### src/rtl/sll_pkg.sv
`timescale 1ns / 1ps

package sll_pkg;

	// Token type, also used as the open-token mode (idle shares the end code)
	typedef enum logic [2:0] {
		KIND_END     = 3'd0,
		KIND_NEWLINE = 3'd1,
		KIND_COMMENT = 3'd2,
		KIND_STRING  = 3'd3,
		KIND_NUMBER  = 3'd4,
		KIND_WORD    = 3'd5
	} tok_type_t;

	localparam tok_type_t MODE_IDLE = KIND_END;

	localparam int LINE_NO_W = 16;

	// Character codes
	localparam logic [7:0] CH_NUL    = 8'h00;
	localparam logic [7:0] CH_TAB    = 8'h09;
	localparam logic [7:0] CH_LF     = 8'h0A;
	localparam logic [7:0] CH_SPACE  = 8'h20;
	localparam logic [7:0] CH_DQUOTE = 8'h22;
	localparam logic [7:0] CH_HASH   = 8'h23;
	localparam logic [7:0] CH_SQUOTE = 8'h27;
	localparam logic [7:0] CH_ZERO   = 8'h30;
	localparam logic [7:0] CH_NINE   = 8'h39;

	// One result beat
	typedef struct packed {
		tok_type_t              tok_type;
		logic                   event_res;
		logic [7:0]             tok_byte;
		logic [LINE_NO_W-1:0]   line_no;
		logic                   last;
	} sll_res_t;

	// Results produced by one source byte, in order
	typedef struct packed {
		logic [1:0] n;
		sll_res_t   r0;
		sll_res_t   r1;
	} sll_push_t;

endpackage

### src/rtl/sll_core.sv
`timescale 1ns / 1ps

module sll_core import sll_pkg::*; #(
	parameter int MAX_TOKEN_LEN = 1023,
	parameter int LINE_BITS     = 16
) (
	input  logic       clk,
	input  logic       arst_n,
	input  logic       in_valid,
	output logic       in_ready,
	input  logic [7:0] in_ch,
	input  logic       q_room,
	output sll_push_t  push
);

	localparam int TL_W = $clog2(MAX_TOKEN_LEN + 1);

	logic                 valid_s1;
	logic [7:0]           ch_s1;
	logic                 fire;

	tok_type_t            mode_q, mode_d;
	logic                 qk_q, qk_d;
	logic [TL_W-1:0]      tl_q, tl_d;
	logic [LINE_BITS-1:0] line_q, line_d;
	logic [LINE_BITS-1:0] start_q, start_d;

	logic [LINE_NO_W-1:0] line16, start16;
	sll_push_t            push_c;

	// Line numbers onto the fixed-width output field
	generate
		if (LINE_BITS >= LINE_NO_W) begin : g_trunc
			assign line16  = line_q[LINE_NO_W-1:0];
			assign start16 = start_q[LINE_NO_W-1:0];
		end else begin : g_ext
			assign line16  = {{(LINE_NO_W-LINE_BITS){1'b0}}, line_q};
			assign start16 = {{(LINE_NO_W-LINE_BITS){1'b0}}, start_q};
		end
	endgenerate

	// Input register handshake
	assign fire     = valid_s1 && q_room;
	assign in_ready = !valid_s1 || fire;

	always_ff @(posedge clk or negedge arst_n) begin
		if (!arst_n) begin
			valid_s1 <= 1'b0;
		end else if (in_ready) begin
			valid_s1 <= in_valid;
		end
	end

	always_ff @(posedge clk) begin
		if (in_ready && in_valid) begin
			ch_s1 <= in_ch;
		end
	end

	// Lexing step for the registered byte
	always_comb begin
		logic      room, is_blank, is_digit, is_quote, takes;
		logic      do_add, do_close, do_idle, idle_emit;
		logic      q_match;
		sll_res_t  add_res, close_res, idle_res;

		room     = tl_q < TL_W'(MAX_TOKEN_LEN);
		is_blank = (ch_s1 == CH_SPACE) || (ch_s1 == CH_TAB);
		is_digit = (ch_s1 >= CH_ZERO) && (ch_s1 <= CH_NINE);
		is_quote = (ch_s1 == CH_DQUOTE) || (ch_s1 == CH_SQUOTE);
		q_match  = qk_q ? (ch_s1 == CH_SQUOTE) : (ch_s1 == CH_DQUOTE);

		mode_d  = mode_q;
		qk_d    = qk_q;
		tl_d    = tl_q;
		line_d  = line_q;
		start_d = start_q;

		do_add   = 1'b0;
		do_close = 1'b0;
		do_idle  = 1'b0;
		takes    = 1'b0;

		// What the open token does with this byte
		case (mode_q)
			KIND_STRING: begin
				if (q_match) begin
					do_close = 1'b1;
				end else if (ch_s1 == CH_NUL || !room) begin
					do_close = 1'b1;
					do_idle  = 1'b1;
				end else begin
					do_add = 1'b1;
				end
			end
			KIND_COMMENT, KIND_NUMBER, KIND_WORD: begin
				if (mode_q == KIND_COMMENT) begin
					takes = (ch_s1 != CH_LF) && (ch_s1 != CH_NUL);
				end else if (mode_q == KIND_NUMBER) begin
					takes = is_digit;
				end else begin
					takes = !is_blank && (ch_s1 != CH_LF) && (ch_s1 != CH_NUL)
						&& (ch_s1 != CH_HASH);
				end
				if (takes && room) begin
					do_add = 1'b1;
				end else begin
					do_close = 1'b1;
					do_idle  = 1'b1;
				end
			end
			default: begin
				mode_d  = MODE_IDLE;
				do_idle = 1'b1;
			end
		endcase

		add_res   = '{tok_type: mode_q, event_res: 1'b0, tok_byte: ch_s1,
			line_no: start16, last: 1'b0};
		close_res = '{tok_type: mode_q, event_res: 1'b1, tok_byte: 8'h00,
			line_no: start16, last: 1'b0};

		if (do_add) begin
			tl_d = tl_q + TL_W'(1);
		end
		if (do_close) begin
			mode_d = MODE_IDLE;
			tl_d   = '0;
		end

		// Byte seen between tokens
		idle_emit = 1'b0;
		idle_res  = '{tok_type: KIND_END, event_res: 1'b1, tok_byte: 8'h00,
			line_no: line16, last: 1'b0};
		if (do_idle) begin
			if (is_blank) begin
				idle_emit = 1'b0;
			end else if (ch_s1 == CH_NUL) begin
				idle_emit = 1'b1;
				mode_d    = MODE_IDLE;
				line_d    = LINE_BITS'(1);
				start_d   = LINE_BITS'(1);
			end else if (ch_s1 == CH_LF) begin
				idle_emit         = 1'b1;
				idle_res.tok_type = KIND_NEWLINE;
				idle_res.tok_byte = CH_LF;
				mode_d            = MODE_IDLE;
				if (line_q != {LINE_BITS{1'b1}}) begin
					line_d = line_q + LINE_BITS'(1);
				end
			end else if (is_quote) begin
				start_d = line_q;
				tl_d    = '0;
				mode_d  = KIND_STRING;
				qk_d    = (ch_s1 == CH_SQUOTE);
			end else begin
				idle_emit = 1'b1;
				start_d   = line_q;
				tl_d      = TL_W'(1);
				if (ch_s1 == CH_HASH) begin
					mode_d = KIND_COMMENT;
				end else if (is_digit) begin
					mode_d = KIND_NUMBER;
				end else begin
					mode_d = KIND_WORD;
				end
				idle_res.tok_type  = mode_d;
				idle_res.event_res = 1'b0;
				idle_res.tok_byte  = ch_s1;
			end
		end

		// Order the results and mark the final one
		push_c = '0;
		if (do_add) begin
			push_c.n  = 2'd1;
			push_c.r0 = add_res;
		end else if (do_close && idle_emit) begin
			push_c.n  = 2'd2;
			push_c.r0 = close_res;
			push_c.r1 = idle_res;
		end else if (do_close) begin
			push_c.n  = 2'd1;
			push_c.r0 = close_res;
		end else if (idle_emit) begin
			push_c.n  = 2'd1;
			push_c.r0 = idle_res;
		end
		push_c.r0.last = (push_c.n == 2'd1);
		push_c.r1.last = 1'b1;
		if (!fire) begin
			push_c.n = 2'd0;
		end
	end

	assign push = push_c;

	// Lexer state
	always_ff @(posedge clk or negedge arst_n) begin
		if (!arst_n) begin
			mode_q  <= MODE_IDLE;
			qk_q    <= 1'b0;
			tl_q    <= '0;
			line_q  <= LINE_BITS'(1);
			start_q <= LINE_BITS'(1);
		end else if (fire) begin
			mode_q  <= mode_d;
			qk_q    <= qk_d;
			tl_q    <= tl_d;
			line_q  <= line_d;
			start_q <= start_d;
		end
	end

endmodule

### src/rtl/sll_outq.sv
`timescale 1ns / 1ps

module sll_outq import sll_pkg::*; (
	input  logic      clk,
	input  logic      arst_n,
	input  sll_push_t push,
	output logic      room,
	output logic      out_valid,
	input  logic      out_ready,
	output sll_res_t  out_res
);

	sll_res_t   buf_q [4];
	logic [1:0] wr_ptr_q, rd_ptr_q;
	logic [2:0] cnt_q;
	logic       pop;

	// Space for the worst case of two results
	assign room      = cnt_q <= 3'd2;
	assign out_valid = cnt_q != 3'd0;
	assign out_res   = buf_q[rd_ptr_q];
	assign pop       = out_valid && out_ready;

	// Pointers and fill level
	always_ff @(posedge clk or negedge arst_n) begin
		if (!arst_n) begin
			wr_ptr_q <= '0;
			rd_ptr_q <= '0;
			cnt_q    <= '0;
		end else begin
			wr_ptr_q <= wr_ptr_q + push.n;
			if (pop) begin
				rd_ptr_q <= rd_ptr_q + 2'd1;
			end
			cnt_q <= cnt_q + {1'b0, push.n} - {2'b00, pop};
		end
	end

	// Result storage
	always_ff @(posedge clk) begin
		if (push.n != 2'd0) begin
			buf_q[wr_ptr_q] <= push.r0;
		end
		if (push.n == 2'd2) begin
			buf_q[wr_ptr_q + 2'd1] <= push.r1;
		end
	end

endmodule

### src/rtl/script_line_lexer.sv
`timescale 1ns / 1ps
// Path: an accepted source byte is held in the input register, then its result beats go to the result queue.
// Throughput: one source byte per cycle while the queue has room; a byte that yields two
// beats (a token terminator) is absorbed by the four-entry result queue.
// Reset: arst_n clears the lexer to idle between tokens, line count and start line 1,
// and empties the input register and result queue.
module script_line_lexer import sll_pkg::*; #(
	parameter int MAX_TOKEN_LEN = 1023,
	parameter int LINE_BITS     = 16
) (
	input  logic        clk,
	input  logic        arst_n,
	input  logic        s_tvalid,
	output logic        s_tready,
	input  logic [7:0]  s_tdata,   // [7:0] ch
	output logic        m_tvalid,
	input  logic        m_tready,
	output logic [23:0] m_tdata,   // [7:0] tok_byte, [23:8] line_no
	output logic [3:0]  m_tuser,   // [2:0] tok_type, [3] event_res
	output logic        m_tlast
);

	sll_push_t push;
	logic      q_room;
	sll_res_t  res;

	sll_core #(
		.MAX_TOKEN_LEN(MAX_TOKEN_LEN),
		.LINE_BITS    (LINE_BITS)
	) u_core (
		.clk     (clk),
		.arst_n  (arst_n),
		.in_valid(s_tvalid),
		.in_ready(s_tready),
		.in_ch   (s_tdata),
		.q_room  (q_room),
		.push    (push)
	);

	sll_outq u_outq (
		.clk      (clk),
		.arst_n   (arst_n),
		.push     (push),
		.room     (q_room),
		.out_valid(m_tvalid),
		.out_ready(m_tready),
		.out_res  (res)
	);

	// Output beat packing
	assign m_tdata = {res.line_no, res.tok_byte};
	assign m_tuser = {res.event_res, res.tok_type};
	assign m_tlast = res.last;

endmodule

### config.mk
export PLATFORM = sky130hd
export DESIGN_NAME = script_line_lexer
export DESIGN_NICKNAME = d
export VERILOG_FILES = /design/src/rtl/sll_pkg.sv /design/src/rtl/sll_core.sv /design/src/rtl/sll_outq.sv /design/src/rtl/script_line_lexer.sv
export SDC_FILE = /design/constraint.sdc
export NUM_CORES = 1
export LEC_CHECK = 0
export BUFFER_PORTS_ARGS = -buffer_cell sky130_fd_sc_hd__buf_2
export CAP_MARGIN = 0
export CORE_MARGIN = 2
export CORE_UTILIZATION = 41
export CTS_CLUSTER_DIAMETER = 80
export CTS_CLUSTER_SIZE = 20
export DETAILED_ROUTE_END_ITERATION = 16
export MAX_ROUTING_LAYER = met4
export PLACE_DENSITY = 0.65
export SETUP_SLACK_MARGIN = 0.02
export SLEW_MARGIN = 20
export SYNTH_ARGS = -nofsm -noshare
export SYNTH_HDL_FRONTEND = slang
export SYNTH_HIERARCHICAL = 1
export SYNTH_SLANG_ARGS = --single-unit
### constraint.sdc
create_clock -name clk -period 5.2 [get_ports clk]
set_clock_uncertainty 0.1 [all_clocks]
set_input_delay 0.52 -clock clk [delete_from_list [all_inputs] [get_ports clk]]
set_output_delay 0.52 -clock clk [all_outputs]
set_load 0.01 [all_outputs]
==> results summary <==
The count of final hold-check violations is 0. The top fanout value on the critical path came out at 26. The class of the tightest hold or removal check is input port to asynchronous set/reset pin. The layer flagged by global routing as most heavily used is met2.

For this design the top-level I/O count stands at 43. The initial antenna violation count came out at 0. For this design the total switching power over the nets is 1.95 mW.

The layout filler cell count came out at 2077. Global routing used 26.8% of the available met1 tracks. The relative max-transition margin is 34.6%. The critical path arrival is 4.47 ns. In the global route stage, overall resource usage came out at 18.8%. The register cell area after layout came out at 5080 sq um. The worst setup path is launched from a flop. The maximum level of the CTS H-tree came out at 4. The maximum number of pins on one net before global-route repair came out at 55. Dividing total power by cell area gives a power density of 512 nW/um^2. The number of port buffers came out at 42. Compared with the post-synthesis result, the final layout area differs by 11.2%. CTS placed an instance of sky130_fd_sc_hd__clkbuf_16 at the clock tree root. The switching power as a share of total power is 35.2%. The critical path in this run is classified as flop to flop. The number of slew-limit violations in the final report came to 0. No sink is reached through more buffers than the 2 on the longest clock path. The starting density of the core is 41.6%.

The synthesized instance count came out at 750. The routed design could run at a clock period as short as 4.40 ns. The worst-case IR drop observed on VDD is 0.213 mV. The most frequent cell after synthesis is sky130_fd_sc_hd__edfxtp_1. The wire length of the first global-routing pass came out at 34600 um. Setup repair after global routing left no endpoint under its margin. In the final layout, the multi-input gates occupy 4210 sq um. In this run, post-CTS repair resized a total of 0 instances. Max-cap violations in this run came to 0. Summed over all layers, the routed wires come to 21600 um.

The number of library cell types mapped by synthesis came out at 73. Global routing used 2.93% of the available met3 tracks. The cell area that synthesis handed to floorplanning was 9710 sq um. Summed over its instances, the top area cell type makes up 38.3% of the synthesized netlist area. By area, the combinational part of the netlist is dominated by multiplexers. The number of rows in the core area came out at 56. The number of nets produced by synthesis is 772. The flow ran to the end, and the final reports show no timing, DRC or antenna violations. The TritonCTS clock tree is yes. STA puts the critical path data required time at 5.28 ns.

Sorting the synthesized cells by how often they occur yields 124 x sky130_fd_sc_hd__edfxtp_1, 96 x sky130_fd_sc_hd__mux2_2, 58 x sky130_fd_sc_hd__nand2_1. Setup violations remaining at the end of the flow were counted as 0. The placer's final routability congestion estimate came out at 0.819. The HPWL after detailed placement came out at 14300 um. The die covers 24900 sq um.

The final antenna-violating net count is 0. In the final layout, the share of cells above drive strength 1 is 30.7%. The adder-cell share of the synthesized area came out at 1.37%.

On the critical path, the stage with the largest delay is an instance of sky130_fd_sc_hd__and2_1. The count of hold-fix buffers inserted at cts came out at 0. The synthesized netlist devotes 11.5% of its cell area to simple gates. After routing, the total negative slack on setup checks comes to 0 ns.

For this run, the number of Yosys warnings is 6. The number of storage elements in the synthesis netlist came out at 178. The clock sink total is 178.

The first TritonRoute pass finished after 5 iterations. The logic gate share of total power came out at 37.4%. The residual DRC count came out at 0.

In the synthesized netlist the async set-or-reset flop fraction comes to 30.3%. Dividing the detail-routed wire length by the instance count gives 19.3 um. The via count of the first global-routing pass came to 6081.

The critical path contains buffers and inverters numbering 3 combined. The compound-cell area share of the yosys netlist is 7.18%. The xor and xnor area share after synthesis came out at 1.44%. Summed over all instances, the cell type with the most area after synthesis is sky130_fd_sc_hd__edfxtp_1. A synthesized cell averages 12.9 sq um. In this run, CTS created clock tree buffers numbering 17.

The via-per-instance ratio is 5.50. In this run the horizontal extent of the chip is 158 um. The final design utilization came out at 46.3%.

Post-CTS timing repair inserted 0 buffers for setup. For this run, the leading register cell type out of synthesis is sky130_fd_sc_hd__edfxtp_1. The portion of synthesized area spent on multiplexers is 21.7%.

The measured slew at the worst slew-check pin came out at 0.981 ns. Internal power comes to 3.59 mW. The largest incremental delay on the critical path is 0.78 ns. The count of flip-flops with a built-in enable after synthesis is 124. Yosys attributes the largest share of cell area to sky130_fd_sc_hd__edfxtp_1 38%, sky130_fd_sc_hd__dfrtp_1 13%, sky130_fd_sc_hd__mux2_2 11%. The share of the cycle needed by the critical path after routing came out at 84.6%. Clock-pin slew was measured on the worst setup and hold paths at 0.07 ns.

Measured along the y axis, the die boundary spans 158 um. The total congestion overflow after global routing is 0. The share of synthesized area occupied by flip-flops and latches is 52.3%. The static leakage came out at 4.12 nW. The total area inside the core boundary comes to 23300 sq um. STA classifies the critical path endpoint as a flop. The met2 layer usage reported by global route is 28.2%. The number of diodes is 0. The count of nets after finishing came out at 806. Walking the worst path, the cells encountered are and3b_1 -> o32a_1 -> a211oi_2 -> o22ai_1 -> o21ai_0 -> inv_1 -> ha_1 -> buf_4 -> inv_1 -> and2_1 -> o22ai_1 -> mux2_1. The part of the power in registers is 38.8%. Derived from the worst setup path, the maximum achievable clock frequency is 227 MHz. The share of total power in the clock network came out at 23.8%. The number of vias in the routed layout came out at 6135. The later pin in the worst-skew pair is clocked with a latency of 0.42 ns. The kind of cell adding the most delay to the critical path is compound AO/OA/AOI/OAI gates. The final worst hold slack came out at 0.118 ns.

For this block, the initial DRC count from the detailed router was 540.
worst paths after layout:
kind                                    start                   to  slack (ns)  cells after the start
max                           u_core/ch_s1[1]  u_outq/buf_q[1][12]        0.80                     12
min                                    arst_n      u_core/valid_s1        0.12                      2
max reg2reg                   u_core/ch_s1[1]  u_outq/buf_q[1][12]        0.80                     12
min reg2reg                u_outq/rd_ptr_q[0]   u_outq/rd_ptr_q[0]        0.37                      1
max in group asynchronous              arst_n   u_outq/rd_ptr_q[0]        4.39                      2
min in group clk                   s_tdata[0]      u_core/ch_s1[0]        0.17                      1
layout by cell type (no fill, tap or decap), types with 4 or more instances in the layout:
cell,instances
sky130_fd_sc_hd__edfxtp_1,124
sky130_fd_sc_hd__mux2_2,96
sky130_fd_sc_hd__nand2_1,58
sky130_fd_sc_hd__dfrtp_1,50
sky130_fd_sc_hd__buf_2,42
sky130_fd_sc_hd__inv_1,35
sky130_fd_sc_hd__nor2_1,33
sky130_fd_sc_hd__mux4_2,29
sky130_fd_sc_hd__and3_1,25
sky130_fd_sc_hd__o21ai_0,25
sky130_fd_sc_hd__buf_4,21
sky130_fd_sc_hd__mux2_1,20
sky130_fd_sc_hd__clkbuf_16,17
sky130_fd_sc_hd__o31ai_1,17
sky130_fd_sc_hd__and2_1,16
sky130_fd_sc_hd__o22ai_1,15
sky130_fd_sc_hd__mux2i_1,15
sky130_fd_sc_hd__xnor2_1,14
sky130_fd_sc_hd__nand3_1,14
sky130_fd_sc_hd__nor4_1,9
sky130_fd_sc_hd__nor3_1,9
sky130_fd_sc_hd__ha_1,9
sky130_fd_sc_hd__nand4_1,7
sky130_fd_sc_hd__a31oi_1,5
sky130_fd_sc_hd__a21oi_1,5
sky130_fd_sc_hd__nand2b_1,4
through the flow:
stage	worst slack [ns]	cells	area [sq um]	total power, mW
2_1_floorplan	0.338	750	9710	3.63
3_3_place_gp	0.971	1084	10200	4.25
3_5_place_dp	0.848	1084	10200	4.27
4_1_cts	0.846	1116	10800	5.59
5_1_grt	0.473	1116	10800	5.86
6_report	0.803	1116	10800	5.53
worst register-to-register path, stage by stage, from the launching register on:
cell,delay (ns)
sky130_fd_sc_hd__edfxtp_1,0.56
sky130_fd_sc_hd__and3b_1,0.32
sky130_fd_sc_hd__o32a_1,0.40
sky130_fd_sc_hd__a211oi_2,0.30
sky130_fd_sc_hd__o22ai_1,0.13
sky130_fd_sc_hd__o21ai_0,0.24
sky130_fd_sc_hd__inv_1,0.10
sky130_fd_sc_hd__ha_1,0.24
sky130_fd_sc_hd__buf_4,0.20
sky130_fd_sc_hd__inv_1,0.11
sky130_fd_sc_hd__and2_1,0.78
sky130_fd_sc_hd__o22ai_1,0.32
sky130_fd_sc_hd__mux2_1,0.36
flip-flops by register name, indices dropped and copies added, names as in the netlist:
register / cells
u_core/start16: 16
u_outq/cnt_q: 3
u_core/mode_q: 3
u_outq/rd_ptr_q: 2
u_core/line16: 16
u_core/ch_s1: 8
u_core/tl_q: 10
u_outq/wr_ptr_q: 2
u_core/valid_s1: 1
u_core/qk_q: 1
u_outq/buf_q: 116
power groups by stage:
stage	combinational (mW)	clock, mW	sequential (mW)
after floorplan	1.58	0	2.05
after global placement	2.08	0	2.17
after detailed placement	2.08	0	2.18
after CTS	2.10	1.34	2.15
after global routing	2.28	1.40	2.19
final	2.07	1.32	2.15
area by class of cell:
cell class | count | area share [%]
clock inverter | 13 | 1.61
sequential | 178 | 47.0
timing repair buffer | 63 | 3.41
tap | 319 | 3.70
inverter | 35 | 1.22
clock buffer | 19 | 4.01
multi-input combinational | 489 | 39.0
kinds of logic (layout without fill, tap and decap cells):
kind of cell               count (synthesis)  count (layout)
xor gates and xnor gates                  16              16
DFF                                      178             178
other                                      1               1
buffers and inverters                     83             130
adders and majority gates                 10              10
AOI/OAI and AO/OA                         97              97
and+or+nand+nor                          205             205
muxes                                    160             160
metal layers:
| layer | vias up | routed length (um) |
|---|---|---|
| met2 | 143 | 10100 |
| met3 | 15 | 809 |
| met1 | 3073 | 10400 |
| met4 | 0 | 234 |
| met5 | - | 0 |
| li1 | 2904 | - |
Note: power is estimated with default switching activity, not from simulation.
